**src/rtl/core/orsp_pkg.sv**
```systemverilog
package orsp_pkg;

	// Defaults for the top-level parameters.
	localparam int CAPACITY_DEF = 32;
	localparam int COORD_WIDTH_DEF = 16;

	// Width of the source buffer identifier.
	localparam int ID_WIDTH = 16;

	// Number of pieces around an intersection (center excluded).
	localparam int NUM_PIECES = 8;

	// Column and row of each piece, in the order TL, L, BL, T, B, TR, R, BR.
	localparam logic [1:0] PIECE_COL [NUM_PIECES] = '{
		2'd0, 2'd0, 2'd0, 2'd1, 2'd1, 2'd2, 2'd2, 2'd2};
	localparam logic [1:0] PIECE_ROW [NUM_PIECES] = '{
		2'd0, 2'd1, 2'd2, 2'd0, 2'd2, 2'd0, 2'd1, 2'd2};

	// Status of the request queue between front and back.
	typedef struct packed {
		logic full;
		logic empty;
	} q_status_t;

endpackage

```
**src/rtl/core/orsp_queue.sv**
```systemverilog
module orsp_queue #(
	parameter int DW = 8
) (
	input  logic                   clk,
	input  logic                   arst_n,
	input  logic                   push,
	input  logic [DW-1:0]          push_data,
	input  logic                   pop,
	output logic [DW-1:0]          head_data,
	output orsp_pkg::q_status_t    status
);
	import orsp_pkg::*;

	logic [DW-1:0] slot_q [2];
	logic          wr_ptr_q;
	logic          rd_ptr_q;
	logic [1:0]    cnt_q;

	// Two-entry queue of pending requests.
	always_ff @(posedge clk or negedge arst_n) begin
		if (!arst_n) begin
			wr_ptr_q <= 1'b0;
			rd_ptr_q <= 1'b0;
			cnt_q    <= 2'd0;
		end else begin
			if (push) begin
				wr_ptr_q <= ~wr_ptr_q;
			end
			if (pop) begin
				rd_ptr_q <= ~rd_ptr_q;
			end
			if (push && !pop) begin
				cnt_q <= cnt_q + 2'd1;
			end else if (pop && !push) begin
				cnt_q <= cnt_q - 2'd1;
			end
		end
	end

	// Payload slots need no reset.
	always_ff @(posedge clk) begin
		if (push) begin
			slot_q[wr_ptr_q] <= push_data;
		end
	end

	assign head_data    = slot_q[rd_ptr_q];
	assign status.full  = (cnt_q == 2'd2);
	assign status.empty = (cnt_q == 2'd0);

endmodule

```
**config.mk**
```make
export PLATFORM = sky130hd
export DESIGN_NAME = orsp_queue
export DESIGN_NICKNAME = d
export VERILOG_FILES = /design/src/rtl/core/orsp_pkg.sv /design/src/rtl/core/orsp_queue.sv
export SDC_FILE = /design/constraint.sdc
export NUM_CORES = 1
export LEC_CHECK = 0
export ABC_AREA = 1
export BUFFER_PORTS_ARGS = -buffer_cell sky130_fd_sc_hd__buf_2
export CORE_MARGIN = 4
export CORE_UTILIZATION = 40
export DETAILED_ROUTE_END_ITERATION = 7
export GPL_ROUTABILITY_DRIVEN = 1
export PLACE_DENSITY_LB_ADDON = 0.12
export SYNTH_ARGS = -nofsm -noshare
export SYNTH_HDL_FRONTEND = slang
export SYNTH_SLANG_ARGS = --single-unit
```
**constraint.sdc**
```tcl
create_clock -name clk -period 1.7 [get_ports clk]
set_input_delay 0.255 -clock clk [delete_from_list [all_inputs] [get_ports clk]]
set_output_delay 0.255 -clock clk [all_outputs]
set_load 0.1 [all_outputs]
```
# Word-level counts from Yosys, hierarchy flattened
# Memory sizes are Yosys's and may differ from the RTL's.
# Cells that the tools add are included.
dict set report totals {
  register_bits 4
  mem_bits_rw 16
  in_bits 12
  out_inout_bits 10
  wordCells 19
  n_memories 1
}
dict set report op_classes {
  addsub 2
  n_eq_ne 1
  muxes 4
  bitwise_logic 2
  n_reduce_logical 6
}
# name words width read_ports rd_ports_with_merged_regs write_ports line_no
set memory_table {}
lappend memory_table {slot_q 2 8 1 0 1 orsp_queue.sv:14} ;# logic [DW-1:0] slot_q [2];
# cell n
set op_table {}
lappend op_table {{two-way mux 2 bit} 2}
lappend op_table {{adder 2 x 1 -> 2 bit (second input constant)} 1}
lappend op_table {{equality test 2 bit (second input constant)} 1}
lappend op_table {{logical AND 1 bit} 2}
lappend op_table {{zero test 1 bit} 2}
lappend op_table {{zero test 2 bit} 1}
lappend op_table {{two-way mux 1 bit} 2}
lappend op_table {{inverter 1 bit} 2}
lappend op_table {{nonzero test 2 bit} 1}
lappend op_table {{subtractor 2 x 1 -> 2 bit (second input constant)} 1}

# Depth between registers and ports, before layout
dict set report depth {
  ltp_word 4
  depth_mapped 7
  depth_no_buf 7
}

# Least setup slack after synthesis
# Ideal clock, no wire load.
dict set report synth_path {
  path_type {flip-flop to output port}
  startpoint {register cnt_q[0]}
  endpoint {output status[0] (netlist bit)}
  arrival_ns 1.682
  setup_slack_ns -0.237
  stages_incl_launch_ff 2
  path_buffers 0
  cell_sequence {dfrtp_1 > nor2_1}
}
# element line_no
set synth_rtl {}
lappend synth_rtl {{from (decl)} orsp_queue.sv:17} ;# logic [1:0] cnt_q;
lappend synth_rtl {{from (signal assigned)} orsp_queue.sv:33} ;# cnt_q <= cnt_q + 2'd1;
lappend synth_rtl {{from (signal assigned)} orsp_queue.sv:35} ;# cnt_q <= cnt_q - 2'd1;
lappend synth_rtl {{to (decl)} orsp_queue.sv:10} ;# output orsp_pkg::q_status_t status

# Worst setup path after layout
dict set report layout_path {
  startpoint {register rd_ptr_q}
  endpoint {output head_data[1]}
}
dict set report layout_via {
  elab_chain_len 1
}
# element line_no
set layout_rtl {}
lappend layout_rtl {{from (decl)} orsp_queue.sv:16} ;# logic rd_ptr_q;
lappend layout_rtl {{from (signal assigned)} orsp_queue.sv:30} ;# rd_ptr_q <= ~rd_ptr_q;
lappend layout_rtl {{memory read (2 x 8 bit)} -}
lappend layout_rtl {{to (decl)} orsp_queue.sv:9} ;# output logic [DW-1:0] head_data,
# No other way between the ends.

==> impl_metrics.env <==
export IMPL_status="completed"
export IMPL_crit_path_end_kind="output pin"
export IMPL_n_antenna_cell=0
export IMPL_cts_sinks=20
export IMPL_pin_count=22
export IMPL_cts_tree="built"
export IMPL_pre_cts_slack_ps=253.4
export IMPL_drv_cap=0
export IMPL_clk_path_buf_depth=2
export IMPL_syn_area_per_cell_um2=16.37
export IMPL_synthCells=50
export IMPL_finalWirelength_um=1144
export IMPL_post_cts_setup_buffer_count=0
export IMPL_crit_path_start_kind="flop"
export IMPL_finalNetCount=90
export IMPL_ys_types=12
export IMPL_root_buffer="clkbuf_4"
export IMPL_crit_type="reg2out"
export IMPL_slew_headroom_pct=67.80
export IMPL_dp_hpwl_um=899
export IMPL_yosysSeqAreaShare_pct=70.95
export IMPL_grt_pass1_vias=389
export IMPL_arrival_ps=1370
export IMPL_viasPerCell=4.320
export IMPL_grt_start_max_net_pins=12
export IMPL_die_area_mm2=0.002833
export IMPL_clkTransAtPathRegs_ps=100
export IMPL_io_buffer_count=21
export IMPL_drt_pass1_iterations=4
export IMPL_syn_nets=63
export IMPL_ys_top_cells_by_area="edfxtp_1, mux2_4, dfrtp_1, inv_1, nand2_1"
export IMPL_timing_fmax_mhz=614.1
export IMPL_rsz0062_at_grt="false"
export IMPL_synth_top_area_share_pct=58.72
export IMPL_worst_slew_pin_slew_ps=486.4
export IMPL_syn2layout_area_growth_pct=37.00
export IMPL_worst_slack_ps=71.53
export IMPL_min_period_ps=1628
export IMPL_setup_viol=0
export IMPL_fin_crit_sh_pct=95.79
export IMPL_core_area_mm2=0.001962
export IMPL_routabilityCongestion=0.6204
export IMPL_finalHoldViolCount=0
export IMPL_final_cell_mix="edfxtp_1, buf_2, mux2_4, buf_12, inv_1"
export IMPL_route_vias_total=445
export IMPL_initial_core_util_pct=41.71
export IMPL_die_h_um=53.23
export IMPL_hp_class="in2reg"
export IMPL_track_usage_pct=9.384
export IMPL_drc_errors=0
export IMPL_die_w_um=53.23
export IMPL_layout_commonest_cell="edfxtp_1"
export IMPL_crit_fanout=9
export IMPL_ys_warn_count=0
export IMPL_rows=16
export IMPL_wire_per_inst_um=11.11
export IMPL_synth_area_leader_cell="edfxtp_1"
export IMPL_antenna_found_initial=0
export IMPL_grt_overflow=0
export IMPL_insertion_delay_ps=300
export IMPL_required_ps=1440
export IMPL_drtIter0Drc=2
export IMPL_drive_gt1_share_pct=46.05
export IMPL_grt_pass1_wl_um=1780
export IMPL_skew_ps=3.057
export IMPL_fin_util_pct=57.14
export IMPL_synth_seq_cells=20
export IMPL_cts_buffers_inserted=3
export IMPL_ctsHtreeMaxLevel=1
export IMPL_syn_cell_area_um2=818.3
export IMPL_ant_nets=0
export IMPL_drv_slew=0
[final cells by class]
cell class              instances  area, µm²
multi-input cells              22      200.2
flip-flops and latches         20      581.8
fillers                       172      840.8
repair buffers                 23      242.7
clock buffers                   4      36.28
well taps                      27      33.78
inverters                       7      26.28
[registers in the layout, summed over array words and instances, names as in the netlist]
signal,flops
rd_ptr_q,1
cnt_q,2
slot_q,16
wr_ptr_q,1
[synthesized netlist by cell type]
master    instances
buf_6             1
nand3_1           1
nand2_1           5
ha_1              1
xnor2_1           1
dfrtp_1           4
xor2_1            2
edfxtp_1         16
inv_1             7
nand4_1           1
nor2_1            3
mux2_4            8
[critical path, stage by stage (launching register included)]
cell     delay (ps)
dfrtp_2         550
mux2_4          350
buf_12          170
[per-stage QoR]
| stage | setup TNS (ps) | hold slack [ps] | instances | cell area (µm²) |
|---|---|---|---|---|
| final | 0 | 135.9 | 103 | 1121 |
| after global routing | 0 | 121.3 | 103 | 1121 |
| after CTS | 0 | 123.5 | 103 | 1121 |
| after detailed placement | 0 | 65.68 | 98 | 1074 |
| after global placement | 0 | 63.31 | 98 | 1074 |
| after floorplan | -473.2 | -40.59 | 50 | 818.3 |
[kinds of logic (layout without fill, tap and decap cells)]
logic type    count (synthesis)  in the layout  share of synthesized area [%]
flops                        20             20                          70.95
simple gates                 10             10                          5.046
mux                           8              8                          14.68
buf+inv                       8             34                          4.588
xor+xnor                      3              3                          3.212
fa+ha+maj                     1              1                          1.529
[layer usage]
| metal | global-route usage [%] | part of all wire, % | routed length (µm) | vias up |
|---|---|---|---|---|
| met5 | 0 | 0 | 0 | - |
| met4 | 6.383 | 2.7 | 31 | 0 |
| met3 | 2.535 | 6.4 | 73 | 3 |
| met2 | 14.49 | 49 | 566 | 16 |
| met1 | 11.25 | 41 | 472 | 203 |
| li1 | - | - | - | 223 |
[path summary, 6_finish.rpt]
path / from / cells after the start / to / slack, ps
max in group asynchronous: arst_n / 2 / rd_ptr_q / 1300
setup / recovery: rd_ptr_q / 2 / head_data[1] / 70
hold reg to reg: wr_ptr_q / 1 / wr_ptr_q / 500
hold / removal: pop / 2 / rd_ptr_q / 140
setup reg to reg: wr_ptr_q / 2 / slot_q[0][5] / 560
min in group asynchronous: arst_n / 2 / cnt_q[0] / 270
[what timing repair did]
action                     in CTS  in global routing
resized for setup               1                  0
hold buffers                    1                  0
hold endpoints to repair        4                  0
setup endpoints to repair       8                  0
Power is not shown: default switching activity piles up to over one toggle a cycle in this logic, so the estimate is an artifact.
